### src/hw/rtl/lpt_pkg.sv
// lpt_pkg: shared types, constants and helpers for the page table age counter block
`timescale 1ns / 1ps

package lpt_pkg;

	// fixed field widths
	localparam int PAGE_W = 8;
	localparam int CNT_W16 = 16;
	localparam int SLOT_OUT_W = 4;
	localparam int SLOTS_CFG_W = 5;
	localparam int CFG_IDX_W = 4;
	localparam int CFG_DATA_W = 8;

	// outcome codes
	localparam logic [1:0] OUT_HIT = 2'd0;
	localparam logic [1:0] OUT_FILL = 2'd1;
	localparam logic [1:0] OUT_REPLACE = 2'd2;
	localparam logic [1:0] OUT_REJECT = 2'd3;

	// configuration register indexes
	localparam logic [CFG_IDX_W-1:0] REG_SLOTS_IN_USE = 4'd0;
	localparam logic [CFG_IDX_W-1:0] REG_PAGE_LIMIT = 4'd1;

	// reset values of the registers
	localparam logic [SLOTS_CFG_W-1:0] SLOTS_RESET = 5'd16;
	localparam logic [PAGE_W-1:0] LIMIT_RESET = 8'd10;

	// one table slot
	typedef struct packed {
		logic [PAGE_W-1:0] page;
		logic [CNT_W16-1:0] count;
		logic [CNT_W16-1:0] age;
	} entry_t;

	// one result item
	typedef struct packed {
		logic [1:0] outcome;
		logic [SLOT_OUT_W-1:0] slot;
		logic [PAGE_W-1:0] evicted;
		logic [CNT_W16-1:0] count;
	} res_t;

	// saturating increment of a 16-bit counter
	function automatic logic [CNT_W16-1:0] inc_sat(input logic [CNT_W16-1:0] v);
		return (v == '1) ? v : v + 16'd1;
	endfunction

endpackage

### src/hw/rtl/lpt_if.sv
// lpt_if: valid/ready channel interfaces for page references, results and configuration
`timescale 1ns / 1ps

interface lpt_req_if;
	logic valid;
	logic ready;
	logic [lpt_pkg::PAGE_W-1:0] page_number;

	modport source (output valid, output page_number, input ready);
	modport sink (input valid, input page_number, output ready);
endinterface

interface lpt_rsp_if;
	logic valid;
	logic ready;
	logic [1:0] outcome;
	logic [lpt_pkg::SLOT_OUT_W-1:0] slot_index;
	logic [lpt_pkg::PAGE_W-1:0] evicted_page;
	logic [lpt_pkg::CNT_W16-1:0] slot_use_count;

	modport source (output valid, output outcome, output slot_index, output evicted_page,
		output slot_use_count, input ready);
	modport sink (input valid, input outcome, input slot_index, input evicted_page,
		input slot_use_count, output ready);
endinterface

interface lpt_cfg_if;
	logic valid;
	logic ready;
	logic [lpt_pkg::CFG_IDX_W-1:0] index;
	logic [lpt_pkg::CFG_DATA_W-1:0] data;

	modport source (output valid, output index, output data, input ready);
	modport sink (input valid, input index, input data, output ready);
endinterface

### src/hw/rtl/lru_page_table_age_counters_core.sv
// lru_page_table_age_counters_core: top level of the page table with age-counter replacement
// Usage:
//  req carries one page reference per item; rsp returns one result item per
//  reference (outcome, slot index, evicted page, use count after the update).
//  cfg writes slots_in_use (index 0) and page_limit (index 1); it is always
//  ready and should be written only while no reference is in flight.
// Sequencing:
//  a valid reference's result passes from the sequencer's result register
//  to the output register once the scan and update are through: the scan
//  reads one slot per cycle through the single read port of the slot memory,
//  ages it and writes it back, over the n active slots (1 to SLOTS), then the
//  update state writes the hit, filled or victim slot. A rejected reference
//  skips the scan and goes straight to the done state. One reference is
//  worked on at a time; req.ready is high only when the sequencer is idle.
// Reset:
//  arst_n clears all slots to empty (through per-slot valid bits), sets
//  slots_in_use to 16 and page_limit to 10. No clearing pass is needed.
// Stall:
//  the result sits in an output register; if rsp.ready is low the sequencer
//  holds its next result until the register frees up.
`timescale 1ns / 1ps

module lru_page_table_age_counters_core #(
	parameter int SLOTS = 16
) (
	input  logic clk,
	input  logic arst_n,
	lpt_req_if.sink req,
	lpt_rsp_if.source rsp,
	lpt_cfg_if.sink cfg
);
	import lpt_pkg::*;

	localparam int IDX_W = (SLOTS > 1) ? $clog2(SLOTS) : 1;
	localparam int CNT_W = $clog2(SLOTS + 1);

	logic [SLOTS_CFG_W-1:0] slots_q;
	logic [PAGE_W-1:0] limit_q;
	logic [CNT_W-1:0] n_eff;
	logic out_vld_q;
	res_t out_q;
	logic out_free;
	logic acc;
	logic rej;
	logic idle;
	logic done;
	res_t res;
	logic rd_en;
	logic [IDX_W-1:0] rd_addr;
	entry_t rd_data;
	logic wr_en;
	logic [IDX_W-1:0] wr_addr;
	entry_t wr_data;

	// configuration registers
	assign cfg.ready = 1'b1;
	always_ff @(posedge clk or negedge arst_n) begin
		if (!arst_n) begin
			slots_q <= SLOTS_RESET;
			limit_q <= LIMIT_RESET;
		end else if (cfg.valid) begin
			if (cfg.index == REG_SLOTS_IN_USE) begin
				slots_q <= cfg.data[SLOTS_CFG_W-1:0];
			end else if (cfg.index == REG_PAGE_LIMIT) begin
				limit_q <= cfg.data;
			end
		end
	end

	// active slot count, clamped to 1..SLOTS
	always_comb begin
		priority if (slots_q == '0) begin
			n_eff = CNT_W'(1);
		end else if (32'(slots_q) > SLOTS) begin
			n_eff = CNT_W'(SLOTS);
		end else begin
			n_eff = CNT_W'(slots_q);
		end
	end

	// input acceptance and page range check
	assign req.ready = idle;
	assign acc = req.valid && idle;
	assign rej = (req.page_number == '0) || (req.page_number > limit_q);

	lpt_mem #(
		.SLOTS(SLOTS),
		.IDX_W(IDX_W)
	) u_mem (
		.clk(clk),
		.arst_n(arst_n),
		.rd_en(rd_en),
		.rd_addr(rd_addr),
		.rd_data(rd_data),
		.wr_en(wr_en),
		.wr_addr(wr_addr),
		.wr_data(wr_data)
	);

	lpt_ctrl #(
		.SLOTS(SLOTS),
		.IDX_W(IDX_W),
		.CNT_W(CNT_W)
	) u_ctrl (
		.clk(clk),
		.arst_n(arst_n),
		.start(acc && !rej),
		.reject(acc && rej),
		.page(req.page_number),
		.n_eff(n_eff),
		.out_free(out_free),
		.rd_data(rd_data),
		.rd_en(rd_en),
		.rd_addr(rd_addr),
		.wr_en(wr_en),
		.wr_addr(wr_addr),
		.wr_data(wr_data),
		.idle(idle),
		.done(done),
		.res(res)
	);

	// output register
	assign out_free = !out_vld_q || rsp.ready;
	always_ff @(posedge clk or negedge arst_n) begin
		if (!arst_n) begin
			out_vld_q <= 1'b0;
		end else if (out_free) begin
			out_vld_q <= done;
		end
	end

	always_ff @(posedge clk) begin
		if (out_free && done) begin
			out_q <= res;
		end
	end

	assign rsp.valid = out_vld_q;
	assign rsp.outcome = out_q.outcome;
	assign rsp.slot_index = out_q.slot;
	assign rsp.evicted_page = out_q.evicted;
	assign rsp.slot_use_count = out_q.count;

`ifndef ASSERT_OFF
	// the sequencer is busy in the cycle after it accepts an item
	a_busy_after_accept: assert property (@(posedge clk) disable iff (!arst_n)
		req.valid && req.ready |=> !req.ready)
		else $error("sequencer idle right after accepting an item");

	// a rejected item carries no slot, page or count
	a_reject_fields: assert property (@(posedge clk) disable iff (!arst_n)
		rsp.valid && rsp.outcome == OUT_REJECT |->
		rsp.slot_index == '0 && rsp.evicted_page == '0 && rsp.slot_use_count == '0)
		else $error("rejected item with nonzero fields");

	// a fill evicts nothing and starts the count at one
	a_fill_fields: assert property (@(posedge clk) disable iff (!arst_n)
		rsp.valid && rsp.outcome == OUT_FILL |->
		rsp.evicted_page == '0 && rsp.slot_use_count == 16'd1)
		else $error("fill item with wrong evicted page or count");

	// a replacement always evicts a resident page
	a_replace_victim: assert property (@(posedge clk) disable iff (!arst_n)
		rsp.valid && rsp.outcome == OUT_REPLACE |->
		rsp.evicted_page != '0 && rsp.slot_use_count == 16'd1)
		else $error("replacement without a resident victim");
`endif

endmodule

### src/hw/rtl/lpt_mem.sv
// lpt_mem: slot table memory with a registered read and per-slot valid bits
`timescale 1ns / 1ps

module lpt_mem #(
	parameter int SLOTS = 16,
	parameter int IDX_W = 4
) (
	input  logic clk,
	input  logic arst_n,
	input  logic rd_en,
	input  logic [IDX_W-1:0] rd_addr,
	output lpt_pkg::entry_t rd_data,
	input  logic wr_en,
	input  logic [IDX_W-1:0] wr_addr,
	input  lpt_pkg::entry_t wr_data
);
	import lpt_pkg::*;

	entry_t mem_q [SLOTS];
	logic [SLOTS-1:0] vld_q;
	entry_t rd_q;
	logic rd_vld_q;

	// storage array write
	always_ff @(posedge clk) begin
		if (wr_en) begin
			mem_q[wr_addr] <= wr_data;
		end
	end

	// registered read
	always_ff @(posedge clk) begin
		if (rd_en) begin
			rd_q <= mem_q[rd_addr];
		end
	end

	// valid bits, cleared at reset so an unwritten slot reads as empty
	always_ff @(posedge clk or negedge arst_n) begin
		if (!arst_n) begin
			vld_q <= '0;
			rd_vld_q <= 1'b0;
		end else begin
			if (wr_en) begin
				vld_q[wr_addr] <= 1'b1;
			end
			if (rd_en) begin
				rd_vld_q <= vld_q[rd_addr];
			end
		end
	end

	assign rd_data = rd_vld_q ? rd_q : '0;

endmodule

### src/hw/rtl/lpt_ctrl.sv
// lpt_ctrl: sequencer that scans and ages the slots, then writes the hit, fill or victim slot
`timescale 1ns / 1ps

module lpt_ctrl #(
	parameter int SLOTS = 16,
	parameter int IDX_W = 4,
	parameter int CNT_W = 5
) (
	input  logic clk,
	input  logic arst_n,
	input  logic start,
	input  logic reject,
	input  logic [lpt_pkg::PAGE_W-1:0] page,
	input  logic [CNT_W-1:0] n_eff,
	input  logic out_free,
	input  lpt_pkg::entry_t rd_data,
	output logic rd_en,
	output logic [IDX_W-1:0] rd_addr,
	output logic wr_en,
	output logic [IDX_W-1:0] wr_addr,
	output lpt_pkg::entry_t wr_data,
	output logic idle,
	output logic done,
	output lpt_pkg::res_t res
);
	import lpt_pkg::*;

	localparam logic [1:0] ST_IDLE = 2'd0;
	localparam logic [1:0] ST_SCAN = 2'd1;
	localparam logic [1:0] ST_UPDATE = 2'd2;
	localparam logic [1:0] ST_DONE = 2'd3;

	logic [1:0] state_q;
	logic [CNT_W-1:0] iss_q;
	logic vld_s1;
	logic [IDX_W-1:0] idx_s1;
	logic [PAGE_W-1:0] page_q;
	logic found_q;
	logic hit_q;
	logic [IDX_W-1:0] tgt_q;
	logic [CNT_W16-1:0] tgt_cnt_q;
	logic [CNT_W16-1:0] max_age_q;
	logic [IDX_W-1:0] max_idx_q;
	logic [PAGE_W-1:0] max_page_q;
	res_t res_q;

	logic occ;
	logic match;
	logic last_s1;
	logic [CNT_W16-1:0] age_new;
	logic [IDX_W-1:0] upd_slot;
	logic [CNT_W16-1:0] upd_cnt;
	logic [1:0] upd_outcome;
	logic [PAGE_W-1:0] upd_evicted;

	// slot read in flight
	assign occ = (rd_data.page != '0);
	assign match = occ && (rd_data.page == page_q);
	assign age_new = occ ? inc_sat(rd_data.age) : rd_data.age;
	assign last_s1 = (CNT_W'(idx_s1) == n_eff - CNT_W'(1));

	// read issue during the scan
	assign rd_en = (state_q == ST_SCAN) && (iss_q < n_eff);
	assign rd_addr = IDX_W'(iss_q);

	// final slot decision
	always_comb begin
		priority if (found_q && hit_q) begin
			upd_outcome = OUT_HIT;
			upd_slot = tgt_q;
			upd_cnt = inc_sat(tgt_cnt_q);
			upd_evicted = '0;
		end else if (found_q) begin
			upd_outcome = OUT_FILL;
			upd_slot = tgt_q;
			upd_cnt = 16'd1;
			upd_evicted = '0;
		end else begin
			upd_outcome = OUT_REPLACE;
			upd_slot = max_idx_q;
			upd_cnt = 16'd1;
			upd_evicted = max_page_q;
		end
	end

	// write port: aging write-back during the scan, slot update afterward
	always_comb begin
		wr_en = 1'b0;
		wr_addr = idx_s1;
		wr_data = '{page: rd_data.page, count: rd_data.count, age: age_new};
		if (state_q == ST_UPDATE) begin
			wr_en = 1'b1;
			wr_addr = upd_slot;
			wr_data = '{page: page_q, count: upd_cnt, age: 16'd1};
		end else if (vld_s1 && occ) begin
			wr_en = 1'b1;
		end
	end

	// sequencer
	always_ff @(posedge clk or negedge arst_n) begin
		if (!arst_n) begin
			state_q <= ST_IDLE;
			iss_q <= '0;
			vld_s1 <= 1'b0;
		end else begin
			vld_s1 <= rd_en;
			unique case (state_q)
				ST_IDLE: begin
					iss_q <= '0;
					if (start) begin
						state_q <= ST_SCAN;
					end else if (reject) begin
						state_q <= ST_DONE;
					end
				end
				ST_SCAN: begin
					if (rd_en) begin
						iss_q <= iss_q + CNT_W'(1);
					end
					if (vld_s1 && last_s1) begin
						state_q <= ST_UPDATE;
					end
				end
				ST_UPDATE: begin
					state_q <= ST_DONE;
				end
				ST_DONE: begin
					if (out_free) begin
						state_q <= ST_IDLE;
					end
				end
				default: begin
					state_q <= ST_IDLE;
				end
			endcase
		end
	end

	// pipeline tag of the read data
	always_ff @(posedge clk) begin
		idx_s1 <= rd_addr;
	end

	// item page, scan trackers and result
	always_ff @(posedge clk) begin
		if (state_q == ST_IDLE) begin
			page_q <= page;
			found_q <= 1'b0;
			hit_q <= 1'b0;
			if (reject) begin
				res_q <= '{outcome: OUT_REJECT, slot: '0, evicted: '0, count: '0};
			end
		end
		if (state_q == ST_SCAN && vld_s1) begin
			// first active slot that is empty or holds the page
			if (!found_q && (!occ || match)) begin
				found_q <= 1'b1;
				hit_q <= match;
				tgt_q <= idx_s1;
				tgt_cnt_q <= rd_data.count;
			end
			// first slot with the largest age after aging
			if (idx_s1 == '0 || age_new > max_age_q) begin
				max_age_q <= age_new;
				max_idx_q <= idx_s1;
				max_page_q <= rd_data.page;
			end
		end
		if (state_q == ST_UPDATE) begin
			res_q <= '{outcome: upd_outcome, slot: SLOT_OUT_W'(upd_slot),
				evicted: upd_evicted, count: upd_cnt};
		end
	end

	assign idle = (state_q == ST_IDLE);
	assign done = (state_q == ST_DONE);
	assign res = res_q;

endmodule
### src/flat_wrapper.sv
// flat-port wrapper written by rule: the top's interface ports become plain ports
module lru_page_table_age_counters_core_flat import lpt_pkg::*;
#(
	parameter int SLOTS = 16
)
  (clk, arst_n, req_valid, req_page_number, req_ready, rsp_valid, rsp_outcome, rsp_slot_index, rsp_evicted_page, rsp_slot_use_count, rsp_ready, cfg_valid, cfg_index, cfg_data, cfg_ready);
  lpt_req_if req_i ();
  lpt_rsp_if rsp_i ();
  lpt_cfg_if cfg_i ();
  input  logic clk;
  input  logic arst_n;
  input wire logic [$bits(req_i.valid)-1:0] req_valid;
  input wire logic [$bits(req_i.page_number)-1:0] req_page_number;
  output wire logic [$bits(req_i.ready)-1:0] req_ready;
  output wire logic [$bits(rsp_i.valid)-1:0] rsp_valid;
  output wire logic [$bits(rsp_i.outcome)-1:0] rsp_outcome;
  output wire logic [$bits(rsp_i.slot_index)-1:0] rsp_slot_index;
  output wire logic [$bits(rsp_i.evicted_page)-1:0] rsp_evicted_page;
  output wire logic [$bits(rsp_i.slot_use_count)-1:0] rsp_slot_use_count;
  input wire logic [$bits(rsp_i.ready)-1:0] rsp_ready;
  input wire logic [$bits(cfg_i.valid)-1:0] cfg_valid;
  input wire logic [$bits(cfg_i.index)-1:0] cfg_index;
  input wire logic [$bits(cfg_i.data)-1:0] cfg_data;
  output wire logic [$bits(cfg_i.ready)-1:0] cfg_ready;
  assign req_i.valid = req_valid;
  assign req_i.page_number = req_page_number;
  assign req_ready = req_i.ready;
  assign rsp_valid = rsp_i.valid;
  assign rsp_outcome = rsp_i.outcome;
  assign rsp_slot_index = rsp_i.slot_index;
  assign rsp_evicted_page = rsp_i.evicted_page;
  assign rsp_slot_use_count = rsp_i.slot_use_count;
  assign rsp_i.ready = rsp_ready;
  assign cfg_i.valid = cfg_valid;
  assign cfg_i.index = cfg_index;
  assign cfg_i.data = cfg_data;
  assign cfg_ready = cfg_i.ready;
  lru_page_table_age_counters_core #(.SLOTS(SLOTS)) u_core (.clk(clk), .arst_n(arst_n), .req(req_i), .rsp(rsp_i), .cfg(cfg_i));
endmodule
### config.mk
export PLATFORM = sky130hd
export DESIGN_NAME = lru_page_table_age_counters_core_flat
export DESIGN_NICKNAME = d
export VERILOG_FILES = /design/src/hw/rtl/lpt_pkg.sv /design/src/hw/rtl/lpt_if.sv /design/src/hw/rtl/lru_page_table_age_counters_core.sv /design/src/hw/rtl/lpt_mem.sv /design/src/hw/rtl/lpt_ctrl.sv /design/src/flat_wrapper.sv
export SDC_FILE = /design/constraint.sdc
export NUM_CORES = 1
export LEC_CHECK = 0
export CAP_MARGIN = 20
export CORE_MARGIN = 3
export CORE_UTILIZATION = 38
export DETAILED_ROUTE_END_ITERATION = 8
export DONT_BUFFER_PORTS = 1
export SYNTH_ARGS = -nofsm -noshare
export SYNTH_HDL_FRONTEND = slang
export SYNTH_SLANG_ARGS = --single-unit
### constraint.sdc
create_clock -name clk -period 11.95 [get_ports clk]
set_input_delay 1.7925 -clock clk [delete_from_list [all_inputs] [get_ports clk]]
set_output_delay 1.7925 -clock clk [all_outputs]
set_load 0.1 [all_outputs]
# Word level (Yosys, flattened, before mapping)
# Memories as Yosys holds them, arrays and structs flattened. A register that Yosys moved wholly into a read port is not among the register bits.
# Index checks and enable logic that the tools add are counted.
totals:
  romBits: 0
  output_inout_bits: 33
  ram_bits: 640
  mem_count: 1
  register_bits: 161
  latch_bits: 0
op_classes:
  order_cmp: 7
  n_shift: 0
  add_sub_neg: 4
  div: 0
  n_mux: 39
  reduce_logical: 36
  eq_ne: 12
  multipliers: 0
  bitwise_logic: 2
mem_list:
  columns: ["memory", "depth", "word_bits", "rd", "rd_ports_with_merged_regs", "write_ports", "line_no", "text"]
  rows:
  - ["u_core.u_mem.mem_q", 16, 40, 1, 1, 1, "lpt_mem.sv:19", "entry_t mem_q [SLOTS];"]
op_table:
  columns: ["op", "count"]
  rows:
  - ["$mux 30", 3]
  - ["$mux 40", 2]
  - ["$mux 16", 4]
  - ["$add 16x1->16 const B", 2]
  - ["$eq 16x16->1 const B", 2]
  - ["$gt 16x16->1", 1]
  - ["$mux 8", 2]
  - ["$or 16x16->16", 1]
  - ["$mux 5", 3]
  - ["$logic_and 1x1->1", 12]
  - ["$mux 1", 12]
  - ["$mux 2", 6]
  - ["$mux 4", 3]
  - ["$lt 4x5->1 const B", 2]
  - ["$pmux 5 s2", 1]
  - ["$reduce_and 2->1", 5]
  - ["$eq 8x8->1", 1]
  - ["$gt 8x8->1", 1]
  - ["$logic_not 4->1", 2]
  - ["$logic_not 8->1", 1]
  - ["$pmux 2 s4", 1]
  - ["$reduce_bool 8->1", 1]
  - ["$reduce_and 3->1", 2]
  - ["$reduce_bool 2->1", 3]
  - ["other kinds (19)", 27]

# Longest topological paths before layout
logic_depth:
  word_depth: 8
  mapped_depth: 17

# Modules after synthesis
# Synthesis repeated with hierarchy kept, for this count alone.
unflattened:
  hier_cells: 1607
  hier_area_um2: 33749.9
modules_own_cells:
  columns: ["module", "n_inst", "area_each_um2", "cells_per_inst", "seq_area_each_um2"]
  rows:
  - ["lpt_mem", 1, 26589.3, 1034, 20845.0]
  - ["lpt_ctrl", 1, 5403.9, 466, 2902.8]
  - ["lru_page_table_age_counters_core", 1, 1756.7, 107, 1255.0]

# Worst setup path before layout
# No wires, ideal clock.
synth_path:
  kind: "reg2reg"
  start: "register u_core.u_mem.rd_vld_q"
  end: "register u_core.u_ctrl.max_age_q[0], enable pin"
  required_ps: 11490
  path_stages_with_launch: 17
  arrival_time_ps: 5222
  slack_ps: 6269
  cell_sequence: "dfrtp_1 buf_2 buf_2 and2_1 ha_1 nand3_1 nor4_1 a21oi_2 buf_6 mux2_4 ha_1 nor2b_1 o21a_1 o21ai_0 a21oi_1 o31ai_1 a221oi_1"
synth_via:
  elab_chain_cells: 7
  elab_cells_between_ends: 9
  cone_classes: "add/sub: 1; order compare: 1; eq/ne: 1; mux: 3; reduce/logical: 3"
synth_lines:
  columns: ["item", "line_no", "text"]
  rows:
  - ["start: declaration", "lpt_mem.sv:22", "logic rd_vld_q;"]
  - ["start signal: assignment", "lpt_mem.sv:48", "rd_vld_q <= vld_q[rd_addr];"]
  - ["$mux 40 *", "lpt_mem.sv:53", "assign rd_data = rd_vld_q ? rd_q : '0;"]
  - ["$add 16x1->16 or $eq 16x16->1 (tied branches)", "lpt_pkg.sv:45", "return (v == '1) ? v : v + 16'd1;"]
  - ["$mux 16", "lpt_pkg.sv:45", null]
  - ["$mux 16 *", "lpt_ctrl.sv:59", "assign age_new = occ ? inc_sat(rd_data.age) : rd_data.age;"]
  - ["via u_core.u_ctrl.age_new[1]", "lpt_ctrl.sv:50", "logic [CNT_W16-1:0] age_new;"]
  - ["$gt 16x16->1 *", "lpt_ctrl.sv:164", "if (idx_s1 == '0 || age_new > max_age_q) begin"]
  - ["$logic_or 1x1->1 *", "lpt_ctrl.sv:164", null]
  - ["$reduce_and 2->1 (no source line) *", null, null]
  - ["end signal: assignment", "lpt_ctrl.sv:165", "max_age_q <= age_new;"]
  - ["end: declaration", "lpt_ctrl.sv:42", "logic [CNT_W16-1:0] max_age_q;"]
# The timed path passes the listed nets; every way through them passes the cells marked *.
# A chain may end at the register's enable or synchronous reset.

# Final worst setup path
layout_path:
  start: "register u_core.u_mem.rd_vld_q"
  end: "register u_core.u_ctrl.max_page_q[6], enable pin"
layout_via:
  elab_chain_cells: 7
  elab_cells_between_ends: 9
  cone_classes: "add/sub: 1; order compare: 1; eq/ne: 1; mux: 3; reduce/logical: 3"
layout_lines:
  columns: ["item", "line_no", "text"]
  rows:
  - ["$mux 40 *", "lpt_mem.sv:53", null]
  - ["$add 16x1->16 or $eq 16x16->1 (tied branches)", "lpt_pkg.sv:45", null]
  - ["$mux 16", "lpt_pkg.sv:45", null]
  - ["$mux 16 *", "lpt_ctrl.sv:59", null]
  - ["via u_core.u_ctrl.age_new[9]", "lpt_ctrl.sv:50", null]
  - ["$gt 16x16->1 *", "lpt_ctrl.sv:164", null]
  - ["$logic_or 1x1->1 *", "lpt_ctrl.sv:164", null]
  - ["$reduce_and 2->1 (no source line) *", null, null]
  - ["end signal: assignment", "lpt_ctrl.sv:167", "max_page_q <= rd_data.page;"]
  - ["end: declaration", "lpt_ctrl.sv:44", "logic [PAGE_W-1:0] max_page_q;"]
# Marks and branches as above.

==> impl_metrics.env <==
export IMPL_cp_required_ns=12.31
export IMPL_setup_tns_ns=0
export IMPL_routed_wl_um=72700
export IMPL_min_from="u_core.u_ctrl.res[19]$_SDFFCE_PP0P_"
export IMPL_grt_max_degree=65
export IMPL_cts_setup_buffers=0
export IMPL_yosysTopAreaCell="edfxtp_1"
export IMPL_hold_path_end="u_core.rsp.evicted_page[3]$_DFFE_PP_"
export IMPL_skew_ns=0.0227
export IMPL_fp_dieH_um=301
export IMPL_place_area_um2=34700
export IMPL_critPathCaptureType="flip-flop"
export IMPL_grt_pass1_vias=16300
export IMPL_post_dp_hpwl_um=38500
export IMPL_cpLargestDelayFamily="compound AO/OA/AOI/OAI gates"
export IMPL_yosys_area_top_type_share_pct=72.1
export IMPL_async_reset_ff_share_pct=4.64
export IMPL_ys_types=70
export IMPL_r2r_start="u_core.u_mem.rd_vld_q$_DFFE_PN0P_"
export IMPL_area_growth_pct=13.2
export IMPL_vias=15700
export IMPL_hold_depth=0
export IMPL_postSynthCellCount=1604
export IMPL_antenna_found_initial=1
export IMPL_first_pass_iters=5
export IMPL_hold_class="reg -> reg"
export IMPL_max_slew_worst_pin_slew_ns=1.07
export IMPL_setup_violations=0
export IMPL_power_switching_mw=3.01
export IMPL_crit_path_cell_trace="buf_4 -> and2_1 -> ha_1 -> nand3_1 -> nor4_1 -> a21oi_2 -> and3_1 -> xnor2_1 -> ha_1 -> a21o_1 -> a21o_1 -> a21oi_1 -> nor2_1 -> a2111oi_0 -> a221oi_4 -> buf_4"
export IMPL_detailedRoute_firstIterationViolations=1348
export IMPL_cts_sinks=841
export IMPL_postCtsHoldBufs=0
export IMPL_synth_seq_area_share_pct=75.4
export IMPL_r2r_cells=16
export IMPL_wl_per_cell_um=25.3
export IMPL_power_mw=9.64
export IMPL_max_slew_margin_rel_pct=28.8
export IMPL_clk_path_buf_depth=3
export IMPL_rows=107
export IMPL_core_um2=85800
export IMPL_clkTransAtPathRegs_ns=0.06
export IMPL_ir_drop_mv=0.204
export IMPL_swShare_pct=31.2
export IMPL_antenna_cells=0
export IMPL_final_nets=1728
export IMPL_cp_slowest_stage_delay_ns=0.69
export IMPL_die_w_um=301
export IMPL_io_pin_count=58
export IMPL_place_inst=2717
export IMPL_htreeDepth=3
export IMPL_gr_total_overflow=0
export IMPL_cts_buffers=83
export IMPL_port_buffers=0
export IMPL_hold_viol=0
export IMPL_path_max_fanout=49
export IMPL_critical_path_class="reg -> reg"
export IMPL_stdcell_count=2876
export IMPL_cp_data_arrival_time_ns=5.57
export IMPL_grt_use_total_pct=16.2
export IMPL_crit_buf_inv=2
export IMPL_rrSetupSlack_ns=6.74
export IMPL_drive_gt1_share_pct=24.7
export IMPL_p_leak_nw=12.1
export IMPL_fmax_mhz=192
export IMPL_dieArea_um2=90900
export IMPL_start_util_pct=38.7
export IMPL_cts_tree="done"
export IMPL_remaining_drc_errors=0
export IMPL_gp_congestion=0.847
export IMPL_cp_start_kind="flip-flop"
export IMPL_fin_area_um2=37500
export IMPL_synthFlopType="edfxtp_1"
export IMPL_power_internal_mw=6.63
export IMPL_clock_latency_ns=0.63
export IMPL_clockPowerShare_pct=26.8
export IMPL_ys_ff_latch=841
export IMPL_postSynthAreaPerCell_um2=20.7
export IMPL_setup_slack_ns=6.74
export IMPL_grt_pass1_wl_um=108000
export IMPL_power_density_nw_per_um2=257
export IMPL_p_seq_share_pct=48.2
export IMPL_yosysWarnings=0
export IMPL_cap_violations=0
export IMPL_rsz0062_at_grt="false"
export IMPL_viasPerCell=5.46
export IMPL_syn_nets=1665
export IMPL_preCtsSetupSlack_ns=6.78
export IMPL_yosys_top_cells_area="edfxtp_1 (72%), mux4_2 (14%), dfrtp_1 (2.7%)"
export IMPL_ant_nets=0
export IMPL_synth_area_um2=33200
export IMPL_finalCritPeriodShare_pct=43.6
export IMPL_final_min_clock_period_ns=5.21
export IMPL_crit_reg2reg_capture="u_core.u_ctrl.max_page_q[6]$_DFFE_PP_"
export IMPL_slew_violations=0
export IMPL_ctsResizeCount=0
export IMPL_p_comb_share_pct=25.0
export IMPL_clockRootBuffer="clkbuf_16"
export IMPL_slowest_stage="a2111oi_0"
export IMPL_synth_edf_count=796
export IMPL_status="finished clean"
-- power by group through the flow --
stage / registers (mW) / clock network, mW / logic, mW
3_5_place_dp: 4.74 / 0 / 2.39
4_1_cts: 4.68 / 2.64 / 2.39
3_3_place_gp: 4.72 / 0 / 2.32
6_report: 4.65 / 2.58 / 2.41
2_1_floorplan: 4.58 / 0 / 1.72
5_1_grt: 4.69 / 2.77 / 2.62
-- layout make-up --
| type | count | area (um^2) |
|---|---|---|
| Clock buffer | 96 | 2140 |
| Multi-Input combinational cell | 661 | 7900 |
| Timing Repair Buffer | 41 | 332 |
| Fill cell | 7245 | 48300 |
| Clock inverter | 54 | 571 |
| Inverter | 39 | 146 |
| Tap cell | 1144 | 1430 |
| Sequential cell | 841 | 25000 |
-- stage by stage --
stage | hold slack, ns | util [%]
after floorplan | 0.369 | -
after global placement | 0.402 | 40.5
after detailed placement | 0.405 | 40.5
after CTS | 0.419 | 43.6
after global routing | 0.429 | 43.7
final | 0.417 | 43.7
-- flip-flops by register name (all words and copies together), names as in the netlist --
name,cells
u_core.u_mem.rd_q,40
u_core.u_ctrl.page_q,8
u_core.rsp.evicted_page,8
u_core.u_ctrl.vld_s1,1
u_core.u_mem.vld_q,16
u_core.u_ctrl.found_q,1
u_core.u_ctrl.res,30
u_core.u_ctrl.state_q,2
u_core.u_mem.rd_vld_q,1
u_core.u_ctrl.iss_q,5
u_core.u_ctrl.hit_q,1
u_core.u_ctrl.max_page_q,8
u_core.u_ctrl.max_idx_q,4
u_core.u_ctrl.max_age_q,16
u_core.rsp.slot_use_count,16
u_core.limit_q,8
u_core.rsp.outcome,2
u_core.u_mem.mem_q,640
u_core.slots_q,5
u_core.u_ctrl.tgt_cnt_q,16
u_core.rsp.valid,1
u_core.u_ctrl.tgt_q,4
u_core.rsp.slot_index,4
u_core.u_ctrl.idx_s1,4
-- worst max-delay path by stage --
stage	start	end	depth (start not counted)
after floorplan	u_core.u_mem.rd_vld_q$_DFFE_PN0P_	u_core.u_ctrl.max_age_q[0]$_DFFE_PP_	16
after global placement	u_core.u_mem.rd_vld_q$_DFFE_PN0P_	u_core.u_ctrl.max_idx_q[2]$_DFFE_PP_	16
after detailed placement	u_core.u_mem.rd_vld_q$_DFFE_PN0P_	u_core.u_ctrl.max_idx_q[0]$_DFFE_PP_	16
after CTS	u_core.u_mem.rd_vld_q$_DFFE_PN0P_	u_core.u_ctrl.max_page_q[1]$_DFFE_PP_	16
after global routing	u_core.u_mem.rd_vld_q$_DFFE_PN0P_	u_core.u_ctrl.max_page_q[1]$_DFFE_PP_	16
final	u_core.u_mem.rd_vld_q$_DFFE_PN0P_	u_core.u_ctrl.max_page_q[6]$_DFFE_PP_	16
-- kinds of logic (layout without fill, tap and decap cells) --
group | after synthesis | in the layout | share of synthesized area (%)
AO/OA/AOI/OAI | 100 | 100 | 2.23
other | 1 | 1 | 0.0113
adder cells (fa/ha/maj) | 36 | 36 | 1.36
AND/OR/NAND/NOR | 260 | 260 | 4.09
buffers and inverters | 102 | 230 | 1.26
multiplexers | 232 | 232 | 14.8
flip-flops | 841 | 841 | 75.4
XOR/XNOR | 32 | 32 | 0.845
-- routing by layer --
layer	track usage [%]	routed length (um)
met1	22.4	31100
met2	26.6	35800
met3	2.27	4060
met4	5.12	1740
met5	0	0
-- layout by cell type (no fill, tap or decap), types with 17 or more instances in the layout --
cell / synthesis / layout
buf_4: 2 / 37
xor2_1: 25 / 25
inv_1: 38 / 38
clkinv_1: 1 / 19
and2_1: 44 / 44
nor2_1: 63 / 47
a21o_1: 20 / 20
mux2_2: 20 / 20
a21oi_1: 17 / 17
dfrtp_1: 36 / 32
clkbuf_16: 0 / 83
nand3_1: 17 / 17
mux4_2: 205 / 205
nand2_1: 53 / 53
edfxtp_1: 796 / 796
ha_1: 36 / 35
-- synthesized netlist by cell type (4+ instances only) --
| cell | number |
|---|---|
| nand3_1 | 17 |
| nand2_1 | 53 |
| dfxtp_1 | 6 |
| clkbuf_1 | 39 |
| a21oi_1 | 17 |
| mux4_2 | 205 |
| inv_1 | 38 |
| mux2i_1 | 6 |
| o31ai_1 | 5 |
| and3_1 | 5 |
| o2bb2ai_1 | 5 |
| nand2b_1 | 12 |
| and2_1 | 44 |
| nor3_1 | 15 |
| a211oi_1 | 4 |
| xor2_1 | 25 |
| nor4_1 | 8 |
| nor2_1 | 63 |
| dfrtp_1 | 36 |
| buf_1 | 5 |
| a21o_1 | 20 |
| o21ai_0 | 9 |
| nor2b_1 | 5 |
| o21bai_1 | 12 |
| buf_2 | 16 |
| or2_1 | 8 |
| o211ai_1 | 4 |
| mux2_2 | 20 |
| xnor2_1 | 7 |
| edfxtp_1 | 796 |
| ha_1 | 36 |
| nand4_1 | 12 |
(Power assumes the default switching activity.)
